### src/rtl/lfia_pkg.sv
// Shared constants, codes and controller/datapath types for the identifier allocator.
package lfia_pkg;

  localparam int MAX_IDS   = 256;
  localparam int WORD_W    = 32;
  localparam int NUM_WORDS = MAX_IDS / WORD_W;
  localparam int WIDX_W    = $clog2(NUM_WORDS);
  localparam int BIT_W     = $clog2(WORD_W);
  localparam int IDX_W     = WIDX_W + BIT_W;
  localparam int ID_W      = 9;
  localparam int STATUS_W  = 2;

  localparam logic [STATUS_W-1:0] STATUS_OK           = 2'd0;
  localparam logic [STATUS_W-1:0] STATUS_EXHAUSTED    = 2'd1;
  localparam logic [STATUS_W-1:0] STATUS_NOT_ASSIGNED = 2'd2;

  localparam logic KIND_ALLOC   = 1'b0;
  localparam logic KIND_RELEASE = 1'b1;

  typedef struct packed {
    logic capture;
    logic scan_clear;
    logic scan_step;
    logic commit_alloc;
    logic commit_exh;
    logic commit_rel;
    logic load_out;
  } lfia_cmd_t;

  typedef struct packed {
    logic word_has_free;
    logic last_word;
  } lfia_sts_t;

endpackage

### src/rtl/lfia_ctrl.sv
// Controller state machine: sequences capture, bitmap scan, release and result hand-off.
module lfia_ctrl (
  input  logic              clk,
  input  logic              rst_n,
  input  logic              in_valid,
  input  logic              in_kind,
  output logic              in_ready,
  input  logic              out_ready,
  output logic              out_valid,
  input  lfia_pkg::lfia_sts_t sts,
  output lfia_pkg::lfia_cmd_t cmd
);
  import lfia_pkg::*;

  localparam logic [1:0] S_IDLE = 2'd0;
  localparam logic [1:0] S_SCAN = 2'd1;
  localparam logic [1:0] S_REL  = 2'd2;
  localparam logic [1:0] S_DONE = 2'd3;

  logic [1:0] state_r, state_nxt;
  logic       out_valid_r, out_valid_nxt;

  always_comb begin
    state_nxt = state_r;
    cmd       = '0;
    case (state_r)
      S_IDLE: begin
        if (in_valid) begin
          cmd.capture    = 1'b1;
          cmd.scan_clear = 1'b1;
          state_nxt      = (in_kind == KIND_RELEASE) ? S_REL : S_SCAN;
        end
      end
      S_SCAN: begin
        if (sts.word_has_free) begin
          cmd.commit_alloc = 1'b1;
          state_nxt        = S_DONE;
        end else if (sts.last_word) begin
          cmd.commit_exh = 1'b1;
          state_nxt      = S_DONE;
        end else begin
          cmd.scan_step = 1'b1;
        end
      end
      S_REL: begin
        cmd.commit_rel = 1'b1;
        state_nxt      = S_DONE;
      end
      S_DONE: begin
        // hold the result until the output register is free
        if (!out_valid_r || out_ready) begin
          cmd.load_out = 1'b1;
          state_nxt    = S_IDLE;
        end
      end
      default: state_nxt = S_IDLE;
    endcase
  end

  always_comb begin
    out_valid_nxt = out_valid_r;
    if (out_ready) out_valid_nxt = 1'b0;
    if (cmd.load_out) out_valid_nxt = 1'b1;
  end

  always_ff @(posedge clk) begin
    if (!rst_n) begin
      state_r     <= S_IDLE;
      out_valid_r <= 1'b0;
    end else begin
      state_r     <= state_nxt;
      out_valid_r <= out_valid_nxt;
    end
  end

  assign in_ready  = (state_r == S_IDLE);
  assign out_valid = out_valid_r;

endmodule

### src/rtl/lfia_datapath.sv
// Datapath: assigned-id bitmap, high-water mark, word scanner and result registers.
module lfia_datapath (
  input  logic                            clk,
  input  logic                            rst_n,
  input  lfia_pkg::lfia_cmd_t             cmd,
  output lfia_pkg::lfia_sts_t             sts,
  input  logic                            in_kind,
  input  logic [lfia_pkg::ID_W-1:0]       in_release_id,
  output logic [lfia_pkg::ID_W-1:0]       out_granted_id,
  output logic [lfia_pkg::STATUS_W-1:0]   out_status
);
  import lfia_pkg::*;

  logic [WORD_W-1:0]   map_r [NUM_WORDS];
  logic [ID_W-1:0]     hwm_r;
  logic                kind_r;
  logic [ID_W-1:0]     rel_id_r;
  logic [WIDX_W-1:0]   widx_r;
  logic [ID_W-1:0]     res_id_r;
  logic [STATUS_W-1:0] res_status_r;
  logic [ID_W-1:0]     out_id_r;
  logic [STATUS_W-1:0] out_status_r;

  logic [ID_W-1:0]     rel_m1;
  logic [IDX_W-1:0]    rel_idx;
  logic [WIDX_W-1:0]   rd_addr;
  logic [WORD_W-1:0]   rd_word;
  logic [WORD_W-1:0]   free_mask;
  logic [BIT_W-1:0]    free_pos;
  logic [ID_W-1:0]     grant;
  logic                rel_ok;

  assign rel_m1  = rel_id_r - ID_W'(1);
  assign rel_idx = rel_m1[IDX_W-1:0];
  // one read port: release addresses its own word, allocate walks the words
  assign rd_addr = (kind_r == KIND_RELEASE) ? rel_idx[IDX_W-1:BIT_W] : widx_r;
  assign rd_word = map_r[rd_addr];
  assign free_mask = ~rd_word;

  always_comb begin
    free_pos = '0;
    for (int b = WORD_W - 1; b >= 0; b--) begin
      if (free_mask[b]) free_pos = BIT_W'(b);
    end
  end

  assign grant  = ID_W'({widx_r, free_pos}) + ID_W'(1);
  assign rel_ok = (rel_id_r != '0) && (rel_id_r <= ID_W'(MAX_IDS)) &&
                  (rel_id_r <= hwm_r) && rd_word[rel_idx[BIT_W-1:0]];

  assign sts.word_has_free = |free_mask;
  assign sts.last_word     = (widx_r == WIDX_W'(NUM_WORDS - 1));

  always_ff @(posedge clk) begin
    if (!rst_n) begin
      for (int w = 0; w < NUM_WORDS; w++) map_r[w] <= '0;
      hwm_r  <= '0;
      widx_r <= '0;
    end else begin
      if (cmd.scan_clear) widx_r <= '0;
      else if (cmd.scan_step) widx_r <= widx_r + WIDX_W'(1);
      if (cmd.commit_alloc) begin
        map_r[widx_r][free_pos] <= 1'b1;
        if (grant > hwm_r) hwm_r <= grant;
      end
      if (cmd.commit_rel && rel_ok) map_r[rd_addr][rel_idx[BIT_W-1:0]] <= 1'b0;
    end
  end

  always_ff @(posedge clk) begin
    if (cmd.capture) begin
      kind_r   <= in_kind;
      rel_id_r <= in_release_id;
    end
    if (cmd.commit_alloc) begin
      res_id_r     <= grant;
      res_status_r <= STATUS_OK;
    end
    if (cmd.commit_exh) begin
      res_id_r     <= '0;
      res_status_r <= STATUS_EXHAUSTED;
    end
    if (cmd.commit_rel) begin
      res_id_r     <= '0;
      res_status_r <= rel_ok ? STATUS_OK : STATUS_NOT_ASSIGNED;
    end
    if (cmd.load_out) begin
      out_id_r     <= res_id_r;
      out_status_r <= res_status_r;
    end
  end

  assign out_granted_id = out_id_r;
  assign out_status     = out_status_r;

endmodule

### src/rtl/lowest_free_id_allocator.sv
// Top level of the lowest-free identifier allocator: controller plus datapath.
//
//   channel | direction | handshake               | payload
//   in      | input     | in_valid / in_ready     | in_kind, in_release_id
//   out     | output    | out_valid / out_ready   | out_granted_id, out_status
//
// Allocate: scans the bitmap one 32-bit word per cycle, up to 8 words, then hands the
// result to the output register; release checks and, if assigned, clears its bit, then hands it on.
// A new item is taken once the previous one has reached the output register.
// Synchronous active-low reset clears the bitmap, high-water mark and control state.
// A stalled output holds its item; the finished next result waits until it is taken.
module lowest_free_id_allocator (
  input  logic                          clk,
  input  logic                          rst_n,
  input  logic                          in_valid,
  output logic                          in_ready,
  input  logic                          in_kind,
  input  logic [lfia_pkg::ID_W-1:0]     in_release_id,
  output logic                          out_valid,
  input  logic                          out_ready,
  output logic [lfia_pkg::ID_W-1:0]     out_granted_id,
  output logic [lfia_pkg::STATUS_W-1:0] out_status
);
  import lfia_pkg::*;

  lfia_cmd_t cmd;
  lfia_sts_t sts;

  lfia_ctrl u_ctrl (
    .clk       (clk),
    .rst_n     (rst_n),
    .in_valid  (in_valid),
    .in_kind   (in_kind),
    .in_ready  (in_ready),
    .out_ready (out_ready),
    .out_valid (out_valid),
    .sts       (sts),
    .cmd       (cmd)
  );

  lfia_datapath u_datapath (
    .clk            (clk),
    .rst_n          (rst_n),
    .cmd            (cmd),
    .sts            (sts),
    .in_kind        (in_kind),
    .in_release_id  (in_release_id),
    .out_granted_id (out_granted_id),
    .out_status     (out_status)
  );

endmodule
### config.mk
export PLATFORM = sky130hd
export DESIGN_NAME = lowest_free_id_allocator
export DESIGN_NICKNAME = d
export VERILOG_FILES = /design/src/rtl/lfia_pkg.sv /design/src/rtl/lfia_ctrl.sv /design/src/rtl/lfia_datapath.sv /design/src/rtl/lowest_free_id_allocator.sv
export SDC_FILE = /design/constraint.sdc
export NUM_CORES = 1
export LEC_CHECK = 0
export BUFFER_PORTS_ARGS = -buffer_cell sky130_fd_sc_hd__buf_2
export CAP_MARGIN = 5
export CELL_PAD_IN_SITES_DETAIL_PLACEMENT = 0
export CELL_PAD_IN_SITES_GLOBAL_PLACEMENT = 2
export CORE_MARGIN = 2
export CORE_UTILIZATION = 38
export DETAILED_ROUTE_END_ITERATION = 7
export GPL_TIMING_DRIVEN = 0
export PLACE_DENSITY = 0.8
export SYNTH_ARGS = -nofsm -noshare
export SYNTH_HDL_FRONTEND = slang
export SYNTH_SLANG_ARGS = --single-unit
### constraint.sdc
create_clock -name clk -period 6.5 [get_ports clk]
set_input_delay 1.3 -clock clk [delete_from_list [all_inputs] [get_ports clk]]
set_output_delay 1.3 -clock clk [all_outputs]
set_load 0.01 [all_outputs]
Yosys cells after proc, flatten, opt, wreduce, memory -nomap -nowiden
Memories as Yosys holds them, arrays and structs flattened. Index checks and enable logic that the tools add are counted.

Flip-flop bits (word level): 47. Bits in latches: 0. Bits in writable memories: 256. ROM bits: 0. Word-level logic and storage cells: 124. Memories kept: 1.

Add/sub/neg operators: 3. Multipliers: 0. Div/mod/pow operators: 0. Order comparisons: 7. Equality and inequality tests: 7. Shift-type cells: 0. Muxes and demuxes: 75. Bitwise logic cells: 2. Reductions and logical operators: 19.

Memory list: u_datapath.map_r (depth 8, width 32, rd ports 1, clocked after Yosys merged registers in 0, write ports 8, RTL line lfia_datapath.sv:14) `logic [WORD_W-1:0] map_r [NUM_WORDS];`.

Operators by type and width (count): two-way mux 32 bit (6); two-way mux 5 bit (32); OR reduction 32 bit (3); NOT 32 bit (1); two-way mux 2 bit (11); two-way mux 1 bit (18); less-than comparator 5 x 6 -> 1 bit, second input constant (2); two-way mux 3 bit (4); demux 1 bit (select 5 bit) (2); greater-or-equal comparator 5 x 1 -> 1 bit, second input constant (2); adder 8 x 1 -> 9 bit, second input constant (1); greater-than comparator 9 bit (1); less-or-equal comparator 9 bit (1); less-or-equal comparator 9 bit, second input constant (1); nonzero test 9 bit (1); one-hot mux 2 bit (4 select lines) (1); subtractor 8 x 1 -> 8 bit, second input constant (1); logical AND 1 bit (6); binary-select mux 1 bit (select 5 bit) (1); equality test 2 bit, second input constant (2); OR reduction 2 bit (2); adder 3 x 1 -> 3 bit, second input constant (1); equality test 3 bit, second input constant (1); != test 3 bit, second input constant (1); other kinds (11) (11).

Depth between registers and ports, before layout
An unclocked memory read counts as a cell.

Depth after elaboration: 44. Mapped depth: 37. Gate-level depth less buffers: 30.

Hierarchy
A second synthesis with hierarchy kept.

Cell total of the unflattened synthesis: 1852. Area, all modules: 16224.3 um^2.

Modules (own cells, without submodules): lfia_datapath (times used 1, cells each 1823, area each 15936.5 um^2, seq. area each 6236.0 um^2); lfia_ctrl (times used 1, cells each 29, area each 287.8 um^2, seq. area each 60.1 um^2).

Worst setup path after synthesis
OpenSTA, ideal clock, no wires.

Path type: register -> register. Start: reg u_datapath.rel_id_r[0]. End: reg u_datapath.hwm_r[5]. Library setup time: 0.070 ns. Data arrival time: 6.640 ns. Path slack: -0.210 ns. Cell stages (with the launch flop): 36. Path buffers: 8. Period minus slack after synthesis: 6.710 ns. Cell sequence: edfxtp_1 > buf_2 > inv_1 > clkbuf_1 > ha_1 > clkbuf_1 > and3b_1 > nand2_1 > and3_1 > buf_2 > buf_2 > buf_2 > buf_2 > mux2_2 > a2111oi_0 > o31ai_1 > a21oi_1 > nand2b_1 > nand3_1 > inv_1 > ha_1 > inv_1 > a2111oi_0 > o31ai_1 > ha_1 > o21ai_0 > nand2b_1 > a21oi_1 > nor2b_1 > o21ai_0 > nand2b_1 > a21oi_1 > nor3_1 > clkbuf_1 > o21ai_0 > a21oi_1.

Word-level cells in the longest chain between the ends: 39.

Ends and longest elaborated chain: start: declaration (RTL line lfia_datapath.sv:17) `logic [ID_W-1:0] rel_id_r;`; start signal: assignment (RTL line lfia_datapath.sv:73) `rel_id_r <= in_release_id;`; subtractor 8 x 1 -> 8 bit (*) (RTL line lfia_datapath.sv:33) `assign rel_m1 = rel_id_r - ID_W'(1);`; two-way mux 3 bit (*) (RTL line lfia_datapath.sv:36) `assign rd_addr = (kind_r == KIND_RELEASE) ? rel_idx[IDX_W-1:BIT_W] : widx_r;`; memory read (8 x 32 bit) (*); NOT 32 bit (*) (RTL line lfia_datapath.sv:38) `assign free_mask = ~rd_word;`; two-way mux 5 bit (31 in series) (RTL line lfia_datapath.sv:43) `if (free_mask[b]) free_pos = BIT_W'(b);`; two-way mux 5 bit (*) (RTL line lfia_datapath.sv:43); adder 8 x 1 -> 9 bit (*) (RTL line lfia_datapath.sv:47) `assign grant = ID_W'({widx_r, free_pos}) + ID_W'(1);`; via u_datapath.grant[4] (RTL line lfia_datapath.sv:30) `logic [ID_W-1:0] grant;`; greater-than comparator 9 bit (*) (RTL line lfia_datapath.sv:64) `if (grant > hwm_r) hwm_r <= grant;`; AND reduction 2 bit (no line) (*); end signal: assignment (RTL line lfia_datapath.sv:64); end: declaration (RTL line lfia_datapath.sv:15) `logic [ID_W-1:0] hwm_r;`.

The timed path passes the listed nets; every way through them passes the cells marked *. A chain may end at the register's enable or synchronous reset.

==> metrics.txt <==
sequential area share after synthesis=42.2%; die width=239 µm; routability cong.=1.07; number of synthesized register bits=303; share of cells above drive strength 1=25.3%; GRT overflow=0; DP Wirelength=80.7 mm; Clock Pin Slew Worst Setup and Hold Paths=0.06 ns; Worst Path Required=6.74 ns; number of distinct library cells after synthesis=95; Cells after Synth=2,158; CTS buffer count=36; cells along the critical path=or3_4, o311a_2, nor2_4, buf_4, buf_4, nor2_1, clkbuf_8, buf_4, a32oi_1, a21oi_1, o311ai_0, o22ai_1, nor2_1, o2111ai_2, nor2_4, mux2_1, buf_4, buf_2, nor3_1; Hold Path Class=reg -> reg; Register-to-Register Path Depth=19; number of global-route vias before repair=19,448; ANT nets after route=0; DRC=0; clk sink count=303; final design instance area without fill=25,200 µm²; Hold Violations, Final=0; nets=2,358; Leak=0.00848 µW; power density over the cells=326 nW/µm²; minimum clock period=6.45 ns; post-synth top area share=39.9%; Worst Max-Slew Pin Slew=1.42 ns; DP Area=22,000 µm²; CP endpoint kind=flip-flop; hold depth=0; DR vias=20,733; FP Rows=86; fin. max-slew vios=0; worst path bufs/invs=6; slowest CP cell=nor3_1; initial cell density of the core=38.3%; hold buffer count at cts=0; most used cell, CP=buf_4; max_slew headroom=5.61%; most common cell after layout, fill and taps aside=edfxtp_1; # H-tree levels=2; critical path fanouts, max=10; max cap viols=0; Clock Tree Root=clkbuf_16; DRT Wirelength=110 mm; Top Ports=27; PortBufs=26; most frequent cells in the layout=279 x edfxtp_1, 211 x nor2_1, 172 x nand2_1, 131 x a21oi_1, 123 x mux2i_1; first-pass GRT wire length=151 mm; Avg Cell Area, Syn=9.73 µm²; clk buf depth=3; crit path launch type=flip-flop; Vias per Instance=6.82; Starting DRT DRC Count=3,034; WP depth=19; peak supply drop=0.000202 V; drt wl/cell=36.3 µm; yosys synthesis warning count=0; Post-synth EDFFs=279; area added between synthesis and finish=19.9%; RSZ-0062 raised after global routing=true; skew final=0.0360 ns; initial antenna violation count=3; slowest stage delay, CP=0.83 ns; Critical Path AT=6.69 ns; outcome=completed; Yosys top cell by area=edfxtp_1; # setup viols final=0; largest net degree at the start of global routing=13; DIE HEIGHT=239 µm; CTS tree=done; Peak Freq=0.155 GHz; Top FF cell, synth=edfxtp_1; Post-synth ARST share=0%; WS Path Type=reg -> reg; total global-route track usage=38.1%; total die area=57,100 µm²; top cells by area, synth=edfxtp_1 40%, mux2i_1 6.2%, nor2_1 3.8%, a21oi_2 3.7%, a21oi_1 3.3%; period utilisation layout=99.2%; Worst-Skew Late Latency=0.58 ns; core region area=54,900 µm²; Synthesized Nets=2,205; setup tns final=0 ns; mapped cell area=21,000 µm²; Pre-antenna DRT Iters=5; CP top delay family=simple AND/OR/NAND/NOR gates
-- layer usage --
| metal | track usage (%) | wire length [µm] | vias to the layer above |
|---|---|---|---|
| met2 | 56.3 | 46100 | 1587 |
| met1 | 49.6 | 42300 | 10240 |
| met4 | 20.9 | 7400 | 4 |
| met3 | 11.7 | 14500 | 374 |
| met5 | 0 | 25 | - |
| li1 | - | - | 8528 |
-- cell families after synthesis --
kind of cell | after synthesis | synth area share, %
adder cells (fa/ha/maj) | 33 | 1.97
AND/OR/NAND/NOR | 702 | 15.8
flip-flops | 303 | 42.2
multiplexers | 162 | 8.80
XOR/XNOR | 13 | 0.542
buffers and inverters | 261 | 5.94
AO/OA/AOI/OAI | 684 | 24.8
-- through the flow --
stage	setup slack, ns	total power, µW	cells	hold slack, ns	utilization, %
after detailed placement	-3.63	5290	2888	0.459	40.1
after CTS	0.0126	7860	3011	0.471	44.9
final	0.0537	8200	3040	0.467	45.9
after global placement	-3.60	5270	2888	0.453	40.1
after global routing	-0.0922	8340	3039	0.475	45.9
after floorplan	0.134	4140	2158	0.400	-
-- area by class of cell --
| type | instances | area, µm² |
|---|---|---|
| fillers | 5200 | 29700 |
| inverters | 37 | 144 |
| clock buffers | 43 | 970 |
| multi-input cells | 1594 | 11700 |
| flip-flops and latches | 303 | 8860 |
| well taps | 704 | 881 |
| plain buffers | 224 | 1620 |
| clock inverters | 19 | 204 |
| repair buffers | 115 | 822 |
| diodes | 1 | 2.50 |
-- power by group --
group	switching [µW]	internal (µW)	total, µW
clock network	866	1220	2090
logic	2450	1310	3760
registers	92.6	2250	2350
total	3410	4790	8200
-- cells in the mapped netlist, drive strengths merged (22+ instances only) --
cell,instances
edfxtp,279
a21oi,229
nor2,217
nand2,174
mux2i,134
nor3,125
buf,121
clkbuf,103
o21ai,86
a21boi,51
a22oi,41
nand3,41
inv,37
a211oi,36
ha,33
nand4,32
o211ai,27
o21a,27
dfxtp,24
and3,22
-- timing repair --
item	4_1_cts	5_1_grt
gates resized for setup	250	98
setup buffers	61	28
setup endpoints to repair	539	124
pin swaps	32	23
-- worst register-to-register path, delay by kind of cell (launching register included) --
family,cells,cell delay (ns)
buf+inv,6,1.31
mux,1,0.36
compound gates,6,1.82
simple gates,6,2.14
flops,1,0.49
-- state kept, by name, summed over array words and instances, names as in the netlist, 3 cells and up --
signal,cells
u_datapath.rel_id_r,9
u_datapath.map_r,256
u_datapath.res_id_r,9
u_datapath.hwm_r,9
u_datapath.out_granted_id,9
u_datapath.widx_r,3
-- final timing paths --
kind | startpoint | endpoint | slack (ns)
worst max-delay path | u_datapath.rel_id_r[4]$_DFFE_PP_ | u_datapath.map_r[3][18]$_SDFFCE_PN0P_ | 0.05
worst max register to register | u_datapath.rel_id_r[4]$_DFFE_PP_ | u_datapath.map_r[3][18]$_SDFFCE_PN0P_ | 0.05
worst min register to register | u_datapath.res_status_r[1]$_SDFFCE_PP0P_ | u_datapath.out_status[1]$_DFFE_PP_ | 0.47
worst min-delay path | u_datapath.res_status_r[1]$_SDFFCE_PP0P_ | u_datapath.out_status[1]$_DFFE_PP_ | 0.47
(Power assumes the default switching activity.)
